**config.mk**
```make
export PLATFORM = sky130hd
export DESIGN_NAME = glyph_bitmap_blitter
export DESIGN_NICKNAME = d
export VERILOG_FILES = /design/src/sv/gbb_pkg.sv /design/src/sv/gbb_front.sv /design/src/sv/gbb_queue.sv /design/src/sv/gbb_back.sv /design/src/sv/glyph_bitmap_blitter.sv
export SDC_FILE = /design/constraint.sdc
export NUM_CORES = 1
export LEC_CHECK = 0
export BUFFER_PORTS_ARGS = -buffer_cell sky130_fd_sc_hd__buf_2
export CORE_ASPECT_RATIO = 1.2
export CORE_UTILIZATION = 30
export CTS_BUF_LIST = sky130_fd_sc_hd__clkbuf_4
export DETAILED_ROUTE_END_ITERATION = 10
export PLACE_DENSITY = 0.54
export RECOVER_POWER = 100
export SYNTH_ARGS = -nofsm -noshare
export SYNTH_HDL_FRONTEND = slang
export SYNTH_SLANG_ARGS = --single-unit
```
**constraint.sdc**
```tcl
create_clock -name clk -period 13.9 [get_ports clk]
set_input_delay 2.78 -clock clk [delete_from_list [all_inputs] [get_ports clk]]
set_output_delay 2.78 -clock clk [all_outputs]
set_load 0.005 [all_outputs]
```
**src/sv/gbb_pkg.sv**
```systemverilog
// gbb_pkg: shared widths, register indexes and interface types of the
// glyph bitmap blitter. No dependencies.
package gbb_pkg;

  localparam int FontW      = 8;
  localparam int PixPerByte = 8;
  localparam int OrgW       = 11;
  localparam int RowBytesW  = 4;
  localparam int GlyphRowsW = 7;
  localparam int ColorW     = 32;
  localparam int AddrW      = 19;
  localparam int CfgIdxW    = 3;
  localparam int CfgDataW   = 32;
  localparam int QDepth     = 4;

  localparam logic [CfgIdxW-1:0] CFG_ORIGIN_X   = 3'd0;
  localparam logic [CfgIdxW-1:0] CFG_ORIGIN_Y   = 3'd1;
  localparam logic [CfgIdxW-1:0] CFG_ROW_BYTES  = 3'd2;
  localparam logic [CfgIdxW-1:0] CFG_GLYPH_ROWS = 3'd3;
  localparam logic [CfgIdxW-1:0] CFG_INK_COLOR  = 3'd4;

  typedef struct packed {
    logic signed [OrgW-1:0] origin_x;
    logic signed [OrgW-1:0] origin_y;
    logic [RowBytesW-1:0]   row_bytes;
    logic [GlyphRowsW-1:0]  glyph_rows;
  } gbb_geom_t;

  // mask bit 0 is the leftmost pixel; base is the address of that pixel
  typedef struct packed {
    logic [PixPerByte-1:0] mask;
    logic [AddrW-1:0]      base;
  } gbb_job_t;

endpackage

```
**src/sv/gbb_front.sv**
```systemverilog
// gbb_front: byte intake, glyph column/row counters and clipping.
// Emits one job (visible pixel mask, base address) per in-glyph byte with visible ink.
// Depends on gbb_pkg.
module gbb_front import gbb_pkg::*; #(
  parameter int SCREEN_WIDTH  = 800,
  parameter int SCREEN_HEIGHT = 480,
  parameter int MAX_ROW_BYTES = 8,
  parameter int MAX_ROWS      = 64
) (
  input  logic             clk,
  input  logic             rst,
  input  gbb_geom_t        geom,
  input  logic             byte_valid,
  output logic             byte_ready,
  input  logic [FontW-1:0] font_byte,
  input  logic             glyph_start,
  input  logic             q_full,
  output logic             q_push,
  output gbb_job_t         q_job
);

  localparam int ColW   = (MAX_ROW_BYTES > 1) ? $clog2(MAX_ROW_BYTES) : 1;
  localparam int RowW   = $clog2(MAX_ROWS);
  localparam int RbW    = ($clog2(MAX_ROW_BYTES + 1) > RowBytesW) ?
                          $clog2(MAX_ROW_BYTES + 1) : RowBytesW;
  localparam int RowsW  = ($clog2(MAX_ROWS + 1) > GlyphRowsW) ?
                          $clog2(MAX_ROWS + 1) : GlyphRowsW;
  localparam int XW     = (($clog2(SCREEN_WIDTH + 1) > OrgW) ?
                          $clog2(SCREEN_WIDTH + 1) : OrgW) + 1;
  localparam int YW     = (($clog2(SCREEN_HEIGHT + 1) > OrgW) ?
                          $clog2(SCREEN_HEIGHT + 1) : OrgW) + 1;

  logic [ColW-1:0] byte_column, byte_column_next;
  logic [RowW-1:0] pixel_row, pixel_row_next;
  logic            glyph_done, glyph_done_next;

  logic [RbW-1:0]         rb;
  logic [RowsW-1:0]       rows;
  logic [ColW-1:0]        col_eff;
  logic [RowW-1:0]        row_eff;
  logic                   active;
  logic                   accept;
  logic signed [XW-1:0]   x0;
  logic signed [YW-1:0]   y0;
  logic                   y_ok;
  logic signed [XW-1:0]   xk [PixPerByte];
  logic [PixPerByte-1:0]  mask;
  logic [AddrW-1:0]       y_lin;

  always_comb begin
    if (geom.row_bytes == '0) begin
      rb = RbW'(1);
    end else if (RbW'(geom.row_bytes) > RbW'(MAX_ROW_BYTES)) begin
      rb = RbW'(MAX_ROW_BYTES);
    end else begin
      rb = RbW'(geom.row_bytes);
    end
    if (geom.glyph_rows == '0) begin
      rows = RowsW'(1);
    end else if (RowsW'(geom.glyph_rows) > RowsW'(MAX_ROWS)) begin
      rows = RowsW'(MAX_ROWS);
    end else begin
      rows = RowsW'(geom.glyph_rows);
    end
  end

  assign col_eff = glyph_start ? '0 : byte_column;
  assign row_eff = glyph_start ? '0 : pixel_row;
  assign active  = glyph_start || !glyph_done;

  assign x0   = XW'(geom.origin_x) + $signed(XW'({col_eff, 3'b000}));
  assign y0   = YW'(geom.origin_y) + $signed(YW'(row_eff));
  assign y_ok = (y0 >= 0) && (y0 < $signed(YW'(SCREEN_HEIGHT)));

  always_comb begin
    for (int k = 0; k < PixPerByte; k++) begin
      xk[k]   = x0 + $signed(XW'(k));
      mask[k] = font_byte[PixPerByte-1-k] && y_ok && (xk[k] >= 0) &&
                (xk[k] < $signed(XW'(SCREEN_WIDTH)));
    end
  end

  assign y_lin      = AddrW'(y0);
  assign q_job.mask = mask;
  assign q_job.base = y_lin * AddrW'(SCREEN_WIDTH) + AddrW'(x0);

  assign byte_ready = !q_full;
  assign accept     = byte_valid && byte_ready;
  assign q_push     = accept && active && (mask != '0);

  always_comb begin
    byte_column_next = byte_column;
    pixel_row_next   = pixel_row;
    glyph_done_next  = glyph_done;
    if (accept && active) begin
      glyph_done_next = 1'b0;
      if (RbW'(col_eff) + RbW'(1) >= rb) begin
        byte_column_next = '0;
        if (RowsW'(row_eff) + RowsW'(1) >= rows) begin
          pixel_row_next  = '0;
          glyph_done_next = 1'b1;
        end else begin
          pixel_row_next = RowW'(RowsW'(row_eff) + RowsW'(1));
        end
      end else begin
        byte_column_next = ColW'(RbW'(col_eff) + RbW'(1));
        pixel_row_next   = row_eff;
      end
    end
  end

  always_ff @(posedge clk) begin
    if (rst) begin
      byte_column <= '0;
      pixel_row   <= '0;
      glyph_done  <= 1'b1;
    end else begin
      byte_column <= byte_column_next;
      pixel_row   <= pixel_row_next;
      glyph_done  <= glyph_done_next;
    end
  end

endmodule

```
**src/sv/gbb_queue.sv**
```systemverilog
// gbb_queue: small job FIFO between the front and back ends.
// Depends on gbb_pkg.
module gbb_queue import gbb_pkg::*; (
  input  logic     clk,
  input  logic     rst,
  input  logic     push,
  input  gbb_job_t push_job,
  output logic     full,
  input  logic     pop,
  output logic     job_valid,
  output gbb_job_t job
);

  localparam int PtrW = $clog2(QDepth);
  localparam int CntW = $clog2(QDepth + 1);

  gbb_job_t        entries [QDepth];
  logic [PtrW-1:0] wr_ptr;
  logic [PtrW-1:0] rd_ptr;
  logic [CntW-1:0] count;
  logic            do_pop;

  assign full      = (count == CntW'(QDepth));
  assign job_valid = (count != '0);
  assign job       = entries[rd_ptr];
  assign do_pop    = pop && job_valid;

  always_ff @(posedge clk) begin
    if (push) begin
      entries[wr_ptr] <= push_job;
    end
  end

  always_ff @(posedge clk) begin
    if (rst) begin
      wr_ptr <= '0;
      rd_ptr <= '0;
      count  <= '0;
    end else begin
      if (push) begin
        wr_ptr <= wr_ptr + PtrW'(1);
      end
      if (do_pop) begin
        rd_ptr <= rd_ptr + PtrW'(1);
      end
      if (push && !do_pop) begin
        count <= count + CntW'(1);
      end else if (do_pop && !push) begin
        count <= count - CntW'(1);
      end
    end
  end

endmodule

```
**src/sv/gbb_back.sv**
```systemverilog
// gbb_back: walks each job's pixel mask left to right, one pixel write per
// cycle while the output is not stalled, into an output register. Depends on gbb_pkg.
module gbb_back import gbb_pkg::*; (
  input  logic              clk,
  input  logic              rst,
  input  logic              job_valid,
  input  gbb_job_t          job,
  output logic              pop,
  input  logic [ColorW-1:0] ink_color,
  output logic              m_valid,
  input  logic              m_ready,
  output logic [AddrW-1:0]  m_addr,
  output logic [ColorW-1:0] m_value,
  output logic              m_last
);

  localparam int SelW = $clog2(PixPerByte);

  logic [PixPerByte-1:0] cur_mask;
  logic [AddrW-1:0]      cur_base;
  logic [PixPerByte-1:0] remaining;
  logic [SelW-1:0]       sel;
  logic                  emit;
  logic                  load;

  always_comb begin
    sel = '0;
    for (int k = PixPerByte - 1; k >= 0; k--) begin
      if (cur_mask[k]) begin
        sel = SelW'(k);
      end
    end
  end

  assign remaining = cur_mask & ~(PixPerByte'(1) << sel);
  assign emit      = (cur_mask != '0) && (!m_valid || m_ready);
  assign load      = (cur_mask == '0) || (emit && (remaining == '0));
  assign pop       = load && job_valid;

  always_ff @(posedge clk) begin
    if (rst) begin
      cur_mask <= '0;
      m_valid  <= 1'b0;
    end else begin
      if (pop) begin
        cur_mask <= job.mask;
      end else if (emit) begin
        cur_mask <= remaining;
      end
      if (emit) begin
        m_valid <= 1'b1;
      end else if (m_ready) begin
        m_valid <= 1'b0;
      end
    end
  end

  always_ff @(posedge clk) begin
    if (pop) begin
      cur_base <= job.base;
    end
    if (emit) begin
      m_addr  <= cur_base + AddrW'(sel);
      m_value <= ink_color;
      m_last  <= (remaining == '0);
    end
  end

`ifndef SYNTH
  a_stall_holds_mask: assert property (@(posedge clk) disable iff (rst)
    (m_valid && !m_ready && (cur_mask != '0)) |=> $stable(cur_mask))
    else $error("pixel mask advanced while output stalled");

  a_job_has_ink: assert property (@(posedge clk) disable iff (rst)
    pop |-> (job.mask != '0))
    else $error("empty job reached back end");

  a_no_output_without_work: assert property (@(posedge clk) disable iff (rst)
    (!m_valid && (cur_mask == '0)) |=> !m_valid)
    else $error("pixel write without pending job");
`endif

endmodule

```
**src/sv/glyph_bitmap_blitter.sv**
```systemverilog
// glyph_bitmap_blitter: top level. Configuration registers, front end,
// job queue and pixel back end. Depends on gbb_pkg, gbb_front, gbb_queue, gbb_back.
//
// Takes one glyph bitmap byte per transfer (MSB is the leftmost pixel, tuser
// high on a glyph's first byte) and produces one framebuffer write per set,
// on-panel bit, left to right, with tlast on the final write of each byte.
// A byte is taken every cycle while the four-entry job queue has room; the
// write side issues one pixel per cycle while the output is not stalled, so a
// byte costs as many output writes as it has visible set bits, and clear or clipped
// bytes cost none. Sustained rate is therefore set by the single pixel-write port.
// Write registers only while no writes are pending.
module glyph_bitmap_blitter import gbb_pkg::*; #(
  parameter int SCREEN_WIDTH  = 800,
  parameter int SCREEN_HEIGHT = 480,
  parameter int MAX_ROW_BYTES = 8,
  parameter int MAX_ROWS      = 64
) (
  input  logic                clk,
  input  logic                rst,
  input  logic                cfg_we,
  input  logic [CfgIdxW-1:0]  cfg_index,
  input  logic [CfgDataW-1:0] cfg_data,
  input  logic                s_tvalid,
  output logic                s_tready,
  input  logic [7:0]          s_tdata,   // font_byte
  input  logic                s_tuser,   // glyph_start
  output logic                m_tvalid,
  input  logic                m_tready,
  output logic [55:0]         m_tdata,   // pixel_address[18:0], pixel_value[50:19]
  output logic                m_tlast    // last_of_byte
);

  localparam int OutBits = AddrW + ColorW;
  localparam int OutPad  = 56 - OutBits;

  gbb_geom_t         geom;
  logic [ColorW-1:0] ink_color;

  logic              q_full;
  logic              q_push;
  gbb_job_t          q_job;
  logic              job_pop;
  logic              job_valid;
  gbb_job_t          job;
  logic [AddrW-1:0]  m_addr;
  logic [ColorW-1:0] m_value;

  always_ff @(posedge clk) begin
    if (rst) begin
      geom.origin_x   <= '0;
      geom.origin_y   <= '0;
      geom.row_bytes  <= RowBytesW'(1);
      geom.glyph_rows <= GlyphRowsW'(16);
      ink_color       <= ColorW'(32'h00FF_FFFF);
    end else if (cfg_we) begin
      unique case (cfg_index)
        CFG_ORIGIN_X:   geom.origin_x   <= cfg_data[OrgW-1:0];
        CFG_ORIGIN_Y:   geom.origin_y   <= cfg_data[OrgW-1:0];
        CFG_ROW_BYTES:  geom.row_bytes  <= cfg_data[RowBytesW-1:0];
        CFG_GLYPH_ROWS: geom.glyph_rows <= cfg_data[GlyphRowsW-1:0];
        CFG_INK_COLOR:  ink_color       <= cfg_data[ColorW-1:0];
        default: ;
      endcase
    end
  end

  gbb_front #(
    .SCREEN_WIDTH (SCREEN_WIDTH),
    .SCREEN_HEIGHT(SCREEN_HEIGHT),
    .MAX_ROW_BYTES(MAX_ROW_BYTES),
    .MAX_ROWS     (MAX_ROWS)
  ) u_front (
    .clk        (clk),
    .rst        (rst),
    .geom       (geom),
    .byte_valid (s_tvalid),
    .byte_ready (s_tready),
    .font_byte  (s_tdata[FontW-1:0]),
    .glyph_start(s_tuser),
    .q_full     (q_full),
    .q_push     (q_push),
    .q_job      (q_job)
  );

  gbb_queue u_queue (
    .clk      (clk),
    .rst      (rst),
    .push     (q_push),
    .push_job (q_job),
    .full     (q_full),
    .pop      (job_pop),
    .job_valid(job_valid),
    .job      (job)
  );

  gbb_back u_back (
    .clk      (clk),
    .rst      (rst),
    .job_valid(job_valid),
    .job      (job),
    .pop      (job_pop),
    .ink_color(ink_color),
    .m_valid  (m_tvalid),
    .m_ready  (m_tready),
    .m_addr   (m_addr),
    .m_value  (m_value),
    .m_last   (m_tlast)
  );

  assign m_tdata = {OutPad'(0), m_value, m_addr};

endmodule

```
Yosys cells after proc, flatten, opt, wreduce, memory -nomap -nowiden
Memory sizes are Yosys's and may differ from the RTL's. A register that Yosys moved wholly into a read port is not among the register bits.
Index checks and enable logic that the tools add are counted.
{ "word_totals": {"register_bits": 162, "latchBits": 0, "mem_bits_rw": 108, "mem_bits_ro": 0, "in_bits": 49, "out_inout_bits": 59, "elab_cells": 153, "n_memories": 1} }
{ "memory_table": {"columns": ["memory", "depth", "width", "read_ports", "rd_clocked_by_memory_dff", "wr", "line", "source"], "rows": [
  ["u_queue.entries", 4, 27, 1, 1, 1, "gbb_queue.sv:17", "gbb_job_t entries [QDepth];"]
]} }
{ "classes": {"addsub": 17, "multipliers": 1, "div": 0, "order_cmp": 22, "eq_ne": 5, "shifts": 1, "muxes": 29, "n_bitwise": 2, "reduce_logical": 58} }
{ "ops": {"columns": ["operator", "n"], "rows": [
  ["12-bit by 1-bit >= comparator with 1-bit output (second input constant)", 9],
  ["12-bit by 11-bit less-than comparator with 1-bit output (second input constant)", 8],
  ["12-bit by 4-bit adder with 12-bit output (second input constant)", 4],
  ["3-bit two-way mux", 12],
  ["1-bit logical AND", 34],
  ["11-bit by 7-bit adder with 12-bit output", 2],
  ["12-bit by 3-bit adder with 12-bit output (second input constant)", 2],
  ["19-bit adder", 1],
  ["19-bit by 3-bit adder with 19-bit output", 1],
  ["19-bit by 5-bit multiplier with 14-bit output (second input constant)", 1],
  ["6-bit two-way mux", 3],
  ["8-bit zero test", 2],
  ["8-bit two-way mux", 2],
  ["8-bit nonzero test", 2],
  ["7-bit two-way mux", 2],
  ["12-bit by 2-bit adder with 12-bit output (second input constant)", 1],
  ["12-bit by 10-bit less-than comparator with 1-bit output (second input constant)", 1],
  ["2-bit AND reduction", 5],
  ["8-bit AND", 1],
  ["4-bit two-way mux", 2],
  ["8-bit NOT", 1],
  ["1-bit by 3-bit left shift with 8-bit output (first input constant)", 1],
  ["6-bit by 1-bit adder with 7-bit output (second input constant)", 1],
  ["7-bit >= comparator", 1],
  ["other kinds (19)", 36]
]} }

Depth between registers and ports, before layout
Gate-level depths: netlist of run 1.
{ "depth": {"depth_word": 19, "ltp_mapped": 27, "depth_no_buf": 25} }

Cells and area by module
From an unflattened synthesis of run 1, not the netlist that was laid out.
{ "hier_totals": {"cells_unflattened": 1220, "area_unflattened_um2": 14371.3} }
{ "by_module_without_submodules": {"columns": ["mod", "n_inst", "cells_each", "area_per_inst_um2", "seq_area_each_um2"], "rows": [
  ["gbb_queue", 1, 185, 4383.0, 3423.3],
  ["gbb_front", 1, 551, 4103.9, 200.2],
  ["gbb_back", 1, 215, 3183.1, 2312.2],
  ["glyph_bitmap_blitter", 1, 269, 2701.3, 1301.2]
]} }

Least setup slack after synthesis of run 1
No wires, ideal clock.
{ "synth_timing": {"path_type": "in2reg", "from": "in s_tuser", "to": "reg u_queue.count[2]", "setup_time_ns": 0.070, "t_arrival_ns": 7.694, "required_time_ns": 13.830, "slack_ns": 6.136, "cell_stages": 26, "n_path_buf": 2, "path_cell_list": "buf_4 clkbuf_1 nor2b_1 ha_1 ha_1 a21oi_1 nand2_1 maj3_2 a31oi_2 nor2_1 xnor2_1 inv_1 ha_1 nand2_1 a31oi_1 a211oi_4 o21ai_1 nor4bb_4 a21oi_2 a31oi_4 ha_1 inv_1 fa_1 xor2_1 or3_1 a21oi_1"} }
{ "synth_rtl": {"columns": ["item", "line", "source"], "rows": [
  ["from (decl)", "glyph_bitmap_blitter.sv:26", "input logic s_tuser,"],
  ["to (signal assigned)", "gbb_queue.sv:47", "count <= count + CntW'(1);"],
  ["to (signal assigned)", "gbb_queue.sv:49", "count <= count - CntW'(1);"],
  ["to (decl)", "gbb_queue.sv:20", "logic [CntW-1:0] count;"]
]} }

==> out/results.md, run 1 <==
## Status
* finished, violations left — run status
* capacitance limit, slew limit — violations in the final reports

## Logic synthesis
* 0.3848 — share of the synthesized area in the top cell type
* 191 x sky130_fd_sc_hd__nand2_1, 179 x sky130_fd_sc_hd__edfxtp_1, 93 x sky130_fd_sc_hd__dfxtp_1, 84 x sky130_fd_sc_hd__a21oi_1, 79 x sky130_fd_sc_hd__nor2_1 — most frequent cells after synthesis
* 1,255 — Post-Syn Instances
* 11.13 µm² — syn avg cell area
* 0 — fraction of synthesis flops using an asynchronous set or reset pin
* sky130_fd_sc_hd__edfxtp_1 — most used flip-flop cell after synthesis
* sky130_fd_sc_hd__edfxtp_1 38%, sky130_fd_sc_hd__dfxtp_1 13%, sky130_fd_sc_hd__ha_1 6.9% — top cells by area in the synthesized netlist
* 0.5181 — post-synthesis sequential area ratio
* 179 — Post-synth EDFFs
* 0.01397 mm² — post-synthesis instance area
* sky130_fd_sc_hd__edfxtp_1 — cell type contributing the most total cell area after synthesis
* 0 — Syn. warnings
* 272 — flip-flop and latch count after synthesis
* 92 — number of unique standard cell types used by synthesis
* sky130_fd_sc_hd__nand2_1 — most used standard cell by instance count after synthesis

## Die
* 199.0 µm — x dimension of the die
* 0.3040 — starting density of the core
* 238.4 µm — Vert. Die Dim
* 108 — number of top-level pins
* 86 — number of rows in the core area
* 0.04595 mm² — placeable core region
* 0.04743 mm² — Die Area

## STA
* 4074 ps — slew at the pin with the worst max-slew slack
* 299 — final count of pins violating max slew
* 0 — setup violators final
* 9824 ps — fin crit period
* 0.7068 — ratio of final minimum period to clock period
* -1.716 — worst slew margin relative to its limit
* false — RSZ-0062 raised after global routing
* 101.8 MHz — fmax
* 69.76 ps — clk_skew
* 0 — final number of hold-violating endpoints
* 0 ps — sum of negative setup slack

## Power
* 2.379 mW — total power draw
* 0.00006092 V — worst vdd rail ir drop
* 0.310 — clock power share
* 0.6983 mW — switching power summed over all nets
* 1.681 mW — Pint
* 149.4 mW/mm² — total power per unit cell area
* 0.211 — Comb power frac
* 0.2935 — switching share of total power
* 0.478 — Reg power frac
* 6.099 nW — leakage power

## CTS
* 730 ps — worst skew pair latency
* 0 — post_cts resized
* 272 — sinks on the clock net
* done — TritonCTS clock tree
* sky130_fd_sc_hd__clkbuf_4 — clock root buffer
* 3 — htree depth
* 60 ps — clock transition at the register clock pins on the worst setup and hold paths after CTS
* 77 — total clock buffers created by CTS
* 0 — post-CTS setup buffer count
* 3 — Max Buffers Root-to-Sink
* 0 — post-cts hold buffer count

## Drt
* 4 — TritonRoute pass-1 iters
* 0 — Routed Antenna Nets
* 0 — DRC
* 4.729 — Vias per Instance
* 517 — number of design-rule violations left by the first detailed-router iteration
* 31.42 mm — Detailed Route WL
* 15.18 µm — average wire per standard cell
* 9,788 — total via count in the routed design

## Worst setup path
* 27 — peak fanout along the critical path
* in -> reg — critical path start-end classification
* 14,180 ps — required time at the endpoint of the critical path
* 20 — number of cells on the worst reg-to-reg path
* 10,110 ps — Arr. time, crit path
* input port — category of the worst setup path launch point
* register — nature of the critical path endpoint

## Hold path
* reg -> reg — Min-Delay Path Class
* 0 — number of cells on the worst hold path

## Placement
* 0.8709 — last weighted congestion value of the routability-driven placer
* 22.18 mm — DP HPWL
* 102 — number of port buffers

## Finish
* 4,706 — total of fill cells in the finished design
* 14.05% — Area Growth Syn to Fin
* 1,534 — net count of the finished layout
* 0.1734 — share of post-route cells with drive strength above 1

## Global route
* 2 — antenna violations before repair
* 0.1351 — GR Util All Layers
* 95 — largest net degree at the start of global routing
* 10,040 — number of global-route vias before repair
* 0 — total global routing overflow
* 50.61 mm — wire length of the first global-routing pass

## Run
* 8 — Max-Cap Viols

## registers in the layout, indices dropped and copies added (netlist names), named ones only
name / cells
u_queue.entries: 108
geom: 33
ink_color: 32
u_back.m_value: 32
u_back.cur_base: 19
u_back.m_addr: 19
u_back.cur_mask: 8
u_front.pixel_row: 6
u_front.byte_column: 3
u_queue.count: 3
u_queue.rd_ptr: 2
u_queue.wr_ptr: 2
u_back.m_last: 1
u_back.m_valid: 1
u_front.glyph_done: 1
## placed cells by master (no fill, tap or decap), drive strengths merged, types with 4 or more instances in the layout
master  count
a211oi      9
a21boi      4
a21o       20
a21oi      86
a221oi      4
a22oi       5
a31oi       5
and2       10
and3       14
buf        68
clkbuf    166
clkinv     11
conb        5
dfxtp      93
edfxtp    179
fa         11
ha         77
inv        67
mux2i       7
mux4       27
nand2     192
nand2b      9
nand3      29
nand3b     27
nand4       6
nor2       80
nor2b      22
nor3       19
nor4        4
o21a        5
o21ai      48
o21bai      6
o22ai       4
o31ai       4
or2         4
or3        10
or4         5
xnor2      49
xor2       21
## metrics by stage
stage | cell area (µm²) | worst slack (ps) | utilization | hold slack (ps) | instances
detailed placement | 15080 | 5518 | 0.3282 | 414.6 | 1934
global placement | 15080 | 5675 | 0.3282 | 412.0 | 1934
global route | 15930 | 3268 | 0.3467 | 415.4 | 2070
finish | 15930 | 4076 | 0.3467 | 404.6 | 2070
CTS | 16080 | 6311 | 0.3499 | 409.6 | 2069
floorplan | 13980 | 6136 | - | 408.1 | 1259
## power groups by stage
stage,clock network [mW],registers [mW],logic (mW)
floorplan,0,1.13,0.357
global placement,0,1.14,0.521
detailed placement,0,1.15,0.528
CTS,0.769,1.13,0.530
global route,0.808,1.16,0.565
finish,0.739,1.14,0.503
## cells by family after synthesis
logic type                 share of synthesized area
and+or+nand+nor                               0.1564
DFF                                           0.5181
AOI/OAI and AO/OA                             0.1052
buffers and inverters                        0.03807
adders and majority gates                    0.08635
xor gates and xnor gates                     0.04523
muxes                                        0.05043
other                                      0.0002685
## per-layer routing
metal | global-route usage | routed length, µm
met1 | 0.1602 | 13860
met2 | 0.2331 | 15600
met3 | 0.02686 | 1119
met4 | 0.06294 | 850
met5 | 0 | 0
## area by class of cell
cell class / instances / area, µm² / area share
multi-input combinational: 867 / 6140 / 0.3854
antenna: 1 / 2.502 / 0.0001571
inverter: 67 / 269.0 / 0.01689
clock buffer: 122 / 915.9 / 0.05749
tap: 616 / 770.7 / 0.04838
sequential: 272 / 7237 / 0.4543
timing repair buffer: 112 / 513.0 / 0.03220
clock inverter: 13 / 83.83 / 0.005262
## final timing paths
path	startpoint	to	slack, ps
setup / recovery	s_tuser	u_queue.entries[0][18]	4080
hold / removal	ink_color[16]	u_back.m_value[16]	400
setup reg to reg	u_front.pixel_row[1]	u_queue.entries[0][18]	6460
hold reg to reg	ink_color[16]	u_back.m_value[16]	400
## critical path, cell delays in order
cell and delay, ps:
sky130_fd_sc_hd__clkbuf_1 680, sky130_fd_sc_hd__nor2b_1 200, sky130_fd_sc_hd__ha_1 310, sky130_fd_sc_hd__ha_1 240, sky130_fd_sc_hd__a21oi_1 150, sky130_fd_sc_hd__nand2_1 70
sky130_fd_sc_hd__maj3_1 410, sky130_fd_sc_hd__a31oi_1 400, sky130_fd_sc_hd__nor2_1 100, sky130_fd_sc_hd__xnor2_1 310, sky130_fd_sc_hd__inv_1 140, sky130_fd_sc_hd__ha_1 210
sky130_fd_sc_hd__nand2_1 70, sky130_fd_sc_hd__a31oi_1 60, sky130_fd_sc_hd__a211oi_1 800, sky130_fd_sc_hd__o21ai_0 300, sky130_fd_sc_hd__nor4bb_1 750, sky130_fd_sc_hd__a21oi_2 40
sky130_fd_sc_hd__a31oi_1 590, sky130_fd_sc_hd__and2_0 210, sky130_fd_sc_hd__clkbuf_1 1270
Note: power is estimated with default switching activity, not from simulation.
==> run 2: changes to the inputs <==
Clock period 13.9 ns to 10.13 ns, I/O delays scaled along.
==> out/results.md, run 2 (same netlist as run 1, synthesis figures left out) <==
## Die
* 0.04743 mm² — Die Area, unchanged
* 0.3040 — starting density of the core, unchanged
* 199.0 µm — x dimension of the die, unchanged
* 86 — number of rows in the core area, unchanged
* 238.4 µm — Vert. Die Dim, unchanged
* 0.04595 mm² — placeable core region, unchanged
* 108 — number of top-level pins, unchanged

## Finish
* 191 x sky130_fd_sc_hd__nand2_1, 179 x sky130_fd_sc_hd__edfxtp_1, 116 x sky130_fd_sc_hd__clkbuf_4, 93 x sky130_fd_sc_hd__dfxtp_1, 85 x sky130_fd_sc_hd__a21oi_1 — most used cells in the layout excluding fill and tap cells
* 0.1745 — share of post-route cells with drive strength above 1, +0.001048
* 1,532 — net count of the finished layout, -0.13%
* 4,701 — total of fill cells in the finished design, -0.11%
* u_queue.entries (108), geom (33) — largest registers
* 14.82% — Area Growth Syn to Fin
* 0.01604 mm² — area of all placed cells without fillers, +0.68%
* sky130_fd_sc_hd__nand2_1 — most frequent standard cell in the layout excluding fill and tap cells
* u_queue.entries — register bank with the most flops
* 108 — flip-flop count of the largest register after layout, unchanged

## CTS
* 3 — htree depth, unchanged
* 0 — post-CTS setup buffer count, unchanged
* 0 — post_cts resized, unchanged
* 272 — sinks on the clock net, unchanged
* 70 ps — clock transition at the register clock pins on the worst setup and hold paths after CTS, about the same
* 730 ps — worst skew pair latency, about the same
* 0 — post-cts hold buffer count, unchanged
* 3 — Max Buffers Root-to-Sink, unchanged
* 75 — total clock buffers created by CTS, -2.6%
* done — TritonCTS clock tree
* sky130_fd_sc_hd__clkbuf_4 — clock root buffer

## Status
* finished, violations left — run status
* capacitance limit, slew limit — violations in the final reports

## Drt
* 9,764 — total via count in the routed design, -0.25%
* 4.721 — Vias per Instance, -0.15%
* 0 — DRC, unchanged
* 5 — TritonRoute pass-1 iters, +1
* 15.18 µm — average wire per standard cell, about the same
* 548 — number of design-rule violations left by the first detailed-router iteration, +6.0%
* 31.39 mm — Detailed Route WL, -0.11%
* 0 — Routed Antenna Nets, unchanged

## Global route
* 0.02756 — fraction of met3 tracks used by global routing, +0.0007067
* 10,120 — number of global-route vias before repair, +0.73%
* 0 — total global routing overflow, unchanged
* 0.2327 — Global Route met2 Usage, -0.0004238
* met2 — busiest layer in global routing
* 0.1372 — GR Util All Layers, +0.002088
* 51.27 mm — wire length of the first global-routing pass, +1.3%
* 2 — antenna violations before repair, unchanged
* 95 — largest net degree at the start of global routing, unchanged
* 0.1657 — grt met1 use, +0.005531

## Power
* 6.146 nW — leakage power, +0.77%
* 3.323 mW — total power draw, +40%
* 207.2 mW/mm² — total power per unit cell area, +39%
* 0.0001064 V — worst vdd rail ir drop, +75%

## STA
* 0 — final number of hold-violating endpoints, unchanged
* 0 — setup violators final, unchanged
* -1.775 — worst slew margin relative to its limit, -0.05858
* 8100 ps — fin crit period
* false — RSZ-0062 raised after global routing
* 32.41 ps — clk_skew, -37.35 ps
* 123.5 MHz — fmax
* 4162 ps — slew at the pin with the worst max-slew slack, +87.87 ps
* 187 — final count of pins violating max slew, -37%
* 0.7996 — ratio of final minimum period to clock period
* 2030 ps — Worst Slack Setup Final, -2046 ps
* 0 ps — sum of negative setup slack, unchanged

## Worst setup path
* input port — category of the worst setup path launch point
* u_queue.count[2] — Reg2Reg Capture Point
* s_tuser — Critical Path Source
* 24 — peak fanout along the critical path, -11%
* 8710 ps — Arr. time, crit path, -1400 ps
* sky130_fd_sc_hd__ha_1 — Top cell by count, worst path
* u_front.pixel_row[1] — launching point of the worst reg2reg path
* 760 ps — maximum single-stage delay on the critical path, -510 ps
* u_queue.count[2] — critical path endpoint
* in -> reg — critical path start-end classification
* 24 — number of cells on the worst reg-to-reg path, +20%
* 10,740 ps — required time at the endpoint of the critical path, -3440 ps
* 3670 ps — flop2flop setup slack, -2790 ps
* register — nature of the critical path endpoint
* sky130_fd_sc_hd__a211oi_1 — critical-path cell with the highest stage delay

## Placement
* 0.8709 — last weighted congestion value of the routability-driven placer, unchanged
* 102 — number of port buffers, unchanged
* 2481 ps — worst slack at placement, -3037 ps
* 0.01508 mm² — cell area reported after detailed placement, unchanged
* 22.18 mm — DP HPWL, about the same

## Run
* 4 — Max-Cap Viols, -4

## Hold path
* reg -> reg — Min-Delay Path Class

==> run 2: cell count changes in the layout (fill, tap and decap cells not counted), sizes merged <==
cell	change
clkbuf	-10
buf	+4
bufinv	+3
clkinv	+1
diode	+1
inv	-1
==> run 2: worst max-delay path, delay by kind of cell <==
family | cells | cell delay [ps]
xor gates and xnor gates | 2 | 510
adders and majority gates | 6 | 1760
buffers and inverters | 3 | 890
and+or+nand+nor | 6 | 1220
AOI/OAI and AO/OA | 8 | 2270
==> run 2: power breakdown <==
part           internal, mW  switching [mW]  total, mW
Clock                 0.622           0.453       1.07
Sequential             1.46           0.104       1.56
Combinational         0.283           0.406      0.690
Total                  2.36           0.963       3.32
==> run 2: metrics by stage <==
step / util / instances / hold WS, ps
after global routing: 0.3491 / 2068 / 416.9
final: 0.3491 / 2068 / 420.4
after floorplan: - / 1259 / 408.1
after CTS: 0.3510 / 2066 / 422.4
after detailed placement: 0.3282 / 1934 / 414.6
after global placement: 0.3282 / 1934 / 412.0
==> run 2: worst min path at each step <==
stage,startpoint,end,depth (start not counted)
global placement,ink_color[30],u_back.m_value[30],0
finish,ink_color[3],u_back.m_value[3],0
floorplan,ink_color[0],u_back.m_value[0],0
CTS,ink_color[3],u_back.m_value[3],0
detailed placement,ink_color[25],u_back.m_value[25],0
global route,ink_color[5],u_back.m_value[5],0
==> run 2: layout make-up <==
class                   count  area [µm²]  area share
repair buffers            112       526.8     0.03284
multi-input cells         867        6181      0.3854
diodes                      2       5.005   0.0003120
clock inverters            16       178.9     0.01116
inverters                  67       269.0     0.01677
flip-flops and latches    272        7237      0.4512
clock buffers             116       870.8     0.05429
well taps                 616       770.7     0.04805
==> run 2: per-layer routing <==
metal | share of wire | vias to the layer above
li1 | - | 4824
met1 | 0.44 | 4668
met2 | 0.49 | 208
met3 | 0.037 | 64
met4 | 0.029 | 0
met5 | 0 | -
